$ cat config.mk
export PLATFORM = sky130hd
export DESIGN_NAME = tccw_cursor
export DESIGN_NICKNAME = d
export VERILOG_FILES = /design/src/rtl/tccw_pkg.sv /design/src/rtl/tccw_cursor.sv
export SDC_FILE = /design/constraint.sdc
export NUM_CORES = 1
export LEC_CHECK = 0
export ABC_AREA = 1
export BUFFER_PORTS_ARGS = -buffer_cell sky130_fd_sc_hd__buf_4
export CORE_MARGIN = 2
export CORE_UTILIZATION = 55
export DETAILED_ROUTE_END_ITERATION = 8
export PLACE_DENSITY_LB_ADDON = 0.05
export SYNTH_ARGS = -nofsm -noshare
export SYNTH_HDL_FRONTEND = slang
export SYNTH_SLANG_ARGS = --single-unit
export TNS_END_PERCENT = 30
$ cat constraint.sdc
create_clock -name clk -period 2.7 [get_ports clk]
set_input_delay 0.27 -clock clk [delete_from_list [all_inputs] [get_ports clk]]
set_output_delay 0.27 -clock clk [all_outputs]
set_load 0.03 [all_outputs]
$ cat src/rtl/tccw_pkg.sv
// ----------------------------------------------------------------------------
// tccw_pkg
// Shared constants and types for the text console character writer.
// ----------------------------------------------------------------------------
package tccw_pkg;

  localparam int COLUMNS    = 80;
  localparam int ROWS       = 25;
  localparam int TAB_WIDTH  = 8;   // power of two
  localparam int CELL_COUNT = COLUMNS * ROWS;
  localparam int ADDR_W     = $clog2(CELL_COUNT);
  localparam int COL_W      = 7;
  localparam int ROW_W      = 5;

  localparam logic [7:0] BLANK_ATTR = 8'h07;

  // control bytes
  localparam logic [7:0] CH_BS  = 8'd8;
  localparam logic [7:0] CH_TAB = 8'd9;
  localparam logic [7:0] CH_LF  = 8'd10;
  localparam logic [7:0] CH_CR  = 8'd13;

  // op codes
  localparam logic OP_PUT  = 1'b0;
  localparam logic OP_READ = 1'b1;

  // register indexes
  localparam logic REG_TEXT_ATTR = 1'b0;

  typedef struct packed {
    logic              chr_we;
    logic              att_we;
    logic [ADDR_W-1:0] addr;
    logic [7:0]        chr;
    logic [7:0]        att;
  } mem_wr_t;

  typedef struct packed {
    logic chr_we;
    logic att_we;
    logic scroll;
  } put_eff_t;

endpackage

$ cat src/rtl/tccw_cursor.sv
// ----------------------------------------------------------------------------
// tccw_cursor
// Cursor registers and put-byte decode: next cursor position, which cell
// bytes get written, and whether the put scrolls the screen.
// ----------------------------------------------------------------------------
module tccw_cursor
  import tccw_pkg::*;
(
  input  logic             clk,
  input  logic             rst_n,
  input  logic             put_fire,
  input  logic [7:0]       char_code,
  output put_eff_t         eff,
  output logic [COL_W-1:0] col_r,
  output logic [ROW_W-1:0] row_r,
  output logic [COL_W-1:0] col_nxt,
  output logic [ROW_W-1:0] row_nxt
);

  logic [COL_W-1:0] col_adv;
  logic [ROW_W-1:0] row_adv;
  logic             row_inc;
  logic [7:0]       tab_pos;

  // next tab stop, power-of-two tab width
  assign tab_pos = {1'b0, col_r} + 8'(TAB_WIDTH) - ({1'b0, col_r} & 8'(TAB_WIDTH - 1));

  always_comb begin
    col_adv    = col_r;
    row_inc    = 1'b0;
    eff.chr_we = 1'b0;
    eff.att_we = 1'b0;
    case (char_code)
      CH_LF: begin
        col_adv = '0;
        row_inc = 1'b1;
      end
      CH_BS: begin
        if (col_r != '0) begin
          eff.att_we = 1'b1;
          col_adv    = col_r - 1'b1;
        end
      end
      CH_TAB: begin
        if (tab_pos >= 8'(COLUMNS)) begin
          col_adv = '0;
          row_inc = 1'b1;
        end else begin
          col_adv = tab_pos[COL_W-1:0];
        end
      end
      CH_CR: begin
        col_adv = '0;
      end
      default: begin
        eff.chr_we = 1'b1;
        eff.att_we = 1'b1;
        if (col_r == COL_W'(COLUMNS - 1)) begin
          col_adv = '0;
          row_inc = 1'b1;
        end else begin
          col_adv = col_r + 1'b1;
        end
      end
    endcase
    eff.scroll = row_inc && (row_r == ROW_W'(ROWS - 1));
    row_adv    = (row_inc && !eff.scroll) ? row_r + 1'b1 : row_r;
  end

  assign col_nxt = put_fire ? col_adv : col_r;
  assign row_nxt = put_fire ? row_adv : row_r;

  always_ff @(posedge clk) begin
    if (!rst_n) begin
      col_r <= '0;
      row_r <= '0;
    end else begin
      col_r <= col_nxt;
      row_r <= row_nxt;
    end
  end

endmodule

==> flow_metrics.env, run 1 <==
export IMPL_syn_inst=200
export IMPL_nFillCells=182
export IMPL_cts_root_buf="clkbuf_4"
export IMPL_maxCapViolCount=0
export IMPL_vias=1405
export IMPL_worstSetupStartpointType="register"
export IMPL_hold_viol_final=0
export IMPL_synth_edf_count=0
export IMPL_hpwl_um=2660
export IMPL_multi_input_area_um2=895
export IMPL_cts_tree="yes"
export IMPL_globalRouteOverflowTotal=0
export IMPL_avgViaCountPerCell=5.22
export IMPL_ios=38
export IMPL_fin_hold_ws_ns=0.341
export IMPL_slew_viol_final=0
export IMPL_rr_endpoint="row_r[1]"
export IMPL_p_leak_uw=0.000890
export IMPL_port_buffers=37
export IMPL_critPathRequiredTime_ns=2.43
export IMPL_min_period_over_period=0.927
export IMPL_skew_ns=0.00409
export IMPL_synth_cell_type_count=26
export IMPL_fin_setup_tns_ns=0
export IMPL_syn_avg_cell_area_um2=6.28
export IMPL_gp_congestion=0.858
export IMPL_cts_hold_buf=0
export IMPL_drive_gt1_frac=0.282
export IMPL_wire_per_inst_um=12.7
export IMPL_cp_max_fo=8
export IMPL_diodes=0
export IMPL_netlist_area_leader_share=0.191
export IMPL_yosysMostFrequentCell="nand2_1"
export IMPL_num_rows=17
export IMPL_yosysWarnings=0
export IMPL_cellPowerDensity_mw_per_mm2=339
export IMPL_min_period_ns=2.50
export IMPL_fmax_mhz=400
export IMPL_dr_first_iter_drc_count=26
export IMPL_first_pass_iters=4
export IMPL_regToRegSetupSlack_ns=0.79
export IMPL_ir_drop_v=0.000315
export IMPL_ys_async_sr_fraction=0
export IMPL_synthFlopType="dfxtp_1"
export IMPL_drc=0
export IMPL_synth_area_leader_cell="dfxtp_1"
export IMPL_r2r_start="col_r[6]"
export IMPL_hold_depth=3
export IMPL_postRouteWirelength_um=3410
export IMPL_hold_path_end="col_r[0]"
export IMPL_antenna_found_initial=0
export IMPL_run_status="completed"
export IMPL_grt_max_degree=13
export IMPL_core_area_mm2=0.00219
export IMPL_post_cts_setup_buffers=0
export IMPL_critical_path_arrival_ns=2.23
export IMPL_synth_seq_cells=12
export IMPL_worstMarginPinSlew_ns=0.548
export IMPL_clock_latency_ns=0.27
export IMPL_synthTopCellsByArea="dfxtp_1, nand2_1, ha_1, inv_1, nand3_1"
export IMPL_cts_buffers=3
export IMPL_rsz0062_at_grt="no"
export IMPL_nets=265
export IMPL_drtAntennaViolNets=0
export IMPL_die_y_um=51.8
export IMPL_grt_pass1_vias=1288
export IMPL_hp_start="put_fire"
export IMPL_initial_core_util=0.573
export IMPL_slew_headroom=0.633
export IMPL_crit_type="register to primary output"
export IMPL_syn_nets=223
export IMPL_power_uw=557
export IMPL_die_w_um=51.8
export IMPL_die_area_mm2=0.00268
export IMPL_netlist_area_mm2=0.00126
export IMPL_cts_reportedPaths_clkPinSlew_ns=0.08
export IMPL_hold_class="input port to register"
export IMPL_setup_viol=0
export IMPL_crit_start="col_r[6]"
export IMPL_track_usage=0.268
export IMPL_clkSinkCount=12
export IMPL_end_kind="primary output"
export IMPL_clockBufferDepth=2
export IMPL_grt_pass1_wl_um=5440
export IMPL_ys_seq_area_frac=0.191
export IMPL_cts_htree_levels=1
export IMPL_netlist_top_cells_count="nand2_1, inv_1, nand3_1, nor2_1"
export IMPL_rr_worst_depth=11
export IMPL_area_delta_synth_final_pct=30.9
export IMPL_seqCellArea_um2=243
## timing repair
item	4_1_cts	5_1_grt
setup endpoints to repair	1	5
cloned	0	0
pin swaps	0	0
gates resized for setup	1	6
## cell type report
type	count	share of cell area
Inverter	38	0.0868
Timing Repair Buffer	39	0.178
Multi-Input combinational cell	148	0.544
Sequential cell	12	0.148
Tap cell	28	0.0213
Clock buffer	4	0.0221
## cell families after synthesis
kind of cell / Yosys count / share of synthesized area
AOI/OAI and AO/OA: 16 / 0.0727
xor gates and xnor gates: 6 / 0.0418
adders and majority gates: 12 / 0.120
buffers and inverters: 40 / 0.121
DFF: 12 / 0.191
and+or+nand+nor: 114 / 0.454
## registers in the layout (all words and copies together) (netlist names)
name / count
col_r: 7
row_r: 5
## report_power, final
part	total [uW]	switching, uW	internal [uW]
clock	145	63.2	81.9
combinational	218	138	79.3
sequential	195	10.3	184
## worst max-delay path by stage
stage / to / slack [ns] / cells past startpoint
2_1_floorplan: col_nxt[4] / 0.27 / 11
3_3_place_gp: row_nxt[1] / 0.43 / 13
3_5_place_dp: row_nxt[1] / 0.32 / 13
4_1_cts: row_nxt[1] / 0.06 / 12
5_1_grt: row_nxt[1] / 0.02 / 13
6_report: row_nxt[1] / 0.20 / 12
## per-stage QoR
step	setup slack [ns]	instances	utilization	cell area [um2]
6_report	0.197	269	0.750	1640
2_1_floorplan	0.273	200	-	1260
3_3_place_gp	0.435	265	0.719	1580
4_1_cts	0.0550	269	0.736	1610
3_5_place_dp	0.324	265	0.719	1580
5_1_grt	0.0232	269	0.750	1640
## worst max-delay path, stage by stage (launching register included)
cell and delay [ns]:
dfxtp_2 0.36, inv_1 0.20, ha_4 0.26, nand3b_1 0.18
nand3_1 0.11, nand3_1 0.10, nand2_1 0.14, nand3_4 0.14
nand2_2 0.12, nand2_1 0.07, o21ai_2 0.07, inv_1 0.06
buf_4 0.16
## layer usage
layer  track usage  up-vias  part of all wire
li1              -      719                 -
met2         0.494       38              0.51
met4        0.0877        0            0.0073
met5             0        -                 0
met3        0.0345        4             0.040
met1         0.319      644              0.44
## layout by cell type, fill, tap and decap left out, types with 2 or more instances in the layout
master    netlist  layout
nand3_1        23      23
inv_2           2       2
nand2_2         4       4
xor2_1          6       6
nand4_1         8       8
clkbuf_4        0       3
dfxtp_1        12      10
a21oi_1        10       9
inv_1          36      36
buf_4           0      39
nand3b_1        2       2
nor2_2          3       4
nor2_1         23      22
nand2_1        41      41
nand3_2         3       2
nor2_4          3       3
ha_1           12      11
dfxtp_2         0       2
(Power assumes the default switching activity.)
==> run 2, diff against run 1 <==
GPL_TIMING_DRIVEN = 0   (was default)
==> run 2 against run 1 <==
Net effect:
- clock skew shrank 0.0031 ns
- hold slack got worse by 0.075 ns
- total power fell by 7.1%
- largest power group unchanged
==> flow_metrics.env, run 2 (same netlist as run 1, synthesis figures left out) <==
export IMPL_hold_viol_final=0
export IMPL_pwr_share_clk=0.219
export IMPL_skew_ns=0.000971
export IMPL_globalRouteOverflowTotal=0
export IMPL_cts_htree_levels=1
export IMPL_cts_root_buf="clkbuf_4"
export IMPL_initial_core_util=0.573
export IMPL_cp_max_fo=10
export IMPL_area_delta_synth_final_pct=28.2
export IMPL_placed_area_mm2=0.00156
export IMPL_clkSinkCount=12
export IMPL_final_common_cell="nand2_1"
export IMPL_largest_register_ffs=7
export IMPL_slew_headroom=0.642
export IMPL_design_area_mm2=0.00161
export IMPL_path_cells="inv_1, ha_1, inv_1, nand2_1, nand3b_1, nand3_1, nand3_1, nand2_2, nand3_4, nand2_2, o21ai_1, inv_1, buf_4"
export IMPL_track_usage=0.252
export IMPL_worstSetupStartpointType="register"
export IMPL_hold_class="input port to register"
export IMPL_swShare=0.400
export IMPL_setup_viol=0
export IMPL_num_rows=17
export IMPL_postRouteWirelength_um=3110
export IMPL_wire_per_inst_um=11.7
export IMPL_grt_max_degree=11
export IMPL_fin_hold_ws_ns=0.266
export IMPL_p_leak_uw=0.000873
export IMPL_min_period_over_period=0.941
export IMPL_core_area_mm2=0.00219
export IMPL_p_seq_frac=0.384
export IMPL_drive_gt1_frac=0.280
export IMPL_critical_path_arrival_ns=2.27
export IMPL_cellPowerDensity_mw_per_mm2=321
export IMPL_avgViaCountPerCell=5.22
export IMPL_nFillCells=191
export IMPL_switchingPower_uw=207
export IMPL_hpwl_um=2470
export IMPL_run_status="completed"
export IMPL_grt_pass1_vias=1246
export IMPL_die_y_um=51.8
export IMPL_cts_buffers=3
export IMPL_top_register="col_r"
export IMPL_diodes=0
export IMPL_crit_slowest_cell="dfxtp_4"
export IMPL_clock_latency_ns=0.28
export IMPL_slew_viol_final=0
export IMPL_ir_drop_v=0.000286
export IMPL_drc=0
export IMPL_antenna_found_initial=0
export IMPL_die_w_um=51.8
export IMPL_port_buffers=36
export IMPL_critPathRequiredTime_ns=2.43
export IMPL_maxCapViolCount=0
export IMPL_first_pass_iters=4
export IMPL_max_stage_delay_ns=0.42
export IMPL_fmax_mhz=393
export IMPL_p_int_uw=311
export IMPL_die_area_mm2=0.00268
export IMPL_cts_reportedPaths_clkPinSlew_ns=0.07
export IMPL_min_period_ns=2.54
export IMPL_post_cts_setup_buffers=0
export IMPL_clockBufferDepth=2
export IMPL_dr_first_iter_drc_count=26
export IMPL_worstMarginPinSlew_ns=0.535
export IMPL_end_kind="primary output"
export IMPL_nets=264
export IMPL_ios=38
export IMPL_grt_pass1_wl_um=5090
export IMPL_dp_slack_ns=0.220
export IMPL_crit_top_cell="inv_1"
export IMPL_p_comb_frac=0.396
export IMPL_drtAntennaViolNets=0
export IMPL_cts_tree="yes"
export IMPL_gp_congestion=0.889
export IMPL_vias=1394
export IMPL_layout_cells_most_common_list="nand2_1, inv_1, buf_4"
export IMPL_fin_ws_ns=0.158
export IMPL_largest_registers="col_r: 7 flops, row_r: 5 flops"
export IMPL_crit_type="register to primary output"
export IMPL_cts_hold_buf=0
[run 2: power by group through the flow]
| stage | sequential (uW) | combinational, uW | clock, uW |
|---|---|---|---|
| 6_report | 199 | 205 | 113 |
| 5_1_grt | 201 | 230 | 121 |
| 4_1_cts | 199 | 201 | 116 |
| 3_5_place_dp | 203 | 199 | 0 |
| 3_3_place_gp | 202 | 194 | 0 |
| 2_1_floorplan | 213 | 127 | 0 |
[run 2: repair_timing]
item | in CTS | in global routing
pin swaps | 0 | 0
resized for setup | 2 | 8
setup endpoints to repair | 5 | 11
[run 2: per-layer routing]
metal | vias to the layer above | share of wire | GRT usage
li1 | 716 | - | -
met3 | 10 | 0.056 | 0.0460
met5 | - | 0 | 0
met4 | 0 | 0.021 | 0.110
met2 | 48 | 0.49 | 0.440
met1 | 620 | 0.43 | 0.298
[run 2: final timing paths]
check                           slack [ns]  startpoint  depth (start not counted)          to
worst max-delay path                  0.16    col_r[4]                         13  row_nxt[1]
worst min-delay path                  0.27       rst_n                          3    row_r[2]
worst max register to register        0.75    col_r[4]                         12    row_r[1]
worst min register to register        0.54    row_r[2]                          2    row_r[2]
[run 2: cell type report]
class / instances / area [um2] / share of cell area
Tap cell: 28 / 35.0 / 0.0218
Clock buffer: 3 / 22.5 / 0.0140
Multi-Input combinational cell: 148 / 883 / 0.549
Inverter: 38 / 143 / 0.0886
Timing Repair Buffer: 36 / 270 / 0.168
Buffer: 2 / 8.76 / 0.00544
Sequential cell: 12 / 248 / 0.154
[run 2: per-stage QoR]
stage                TNS, ns  instances  power (uW)   util
floorplan                  0        200         340      -
global placement           0        264         397  0.713
detailed placement         0        264         402  0.713
CTS                        0        267         515  0.724
global route        -0.00349        267         551  0.735
finish                     0        267         518  0.735
[run 2: worst max-delay path: cells and delay by family (launching register included)]
| family | cells | cell delay (ns) |
|---|---|---|
| adder cells (fa/ha/maj) | 1 | 0.32 |
| buffers and inverters | 4 | 0.42 |
| AND/OR/NAND/NOR | 7 | 0.66 |
| AO/OA/AOI/OAI | 1 | 0.17 |
| flip-flops | 1 | 0.42 |
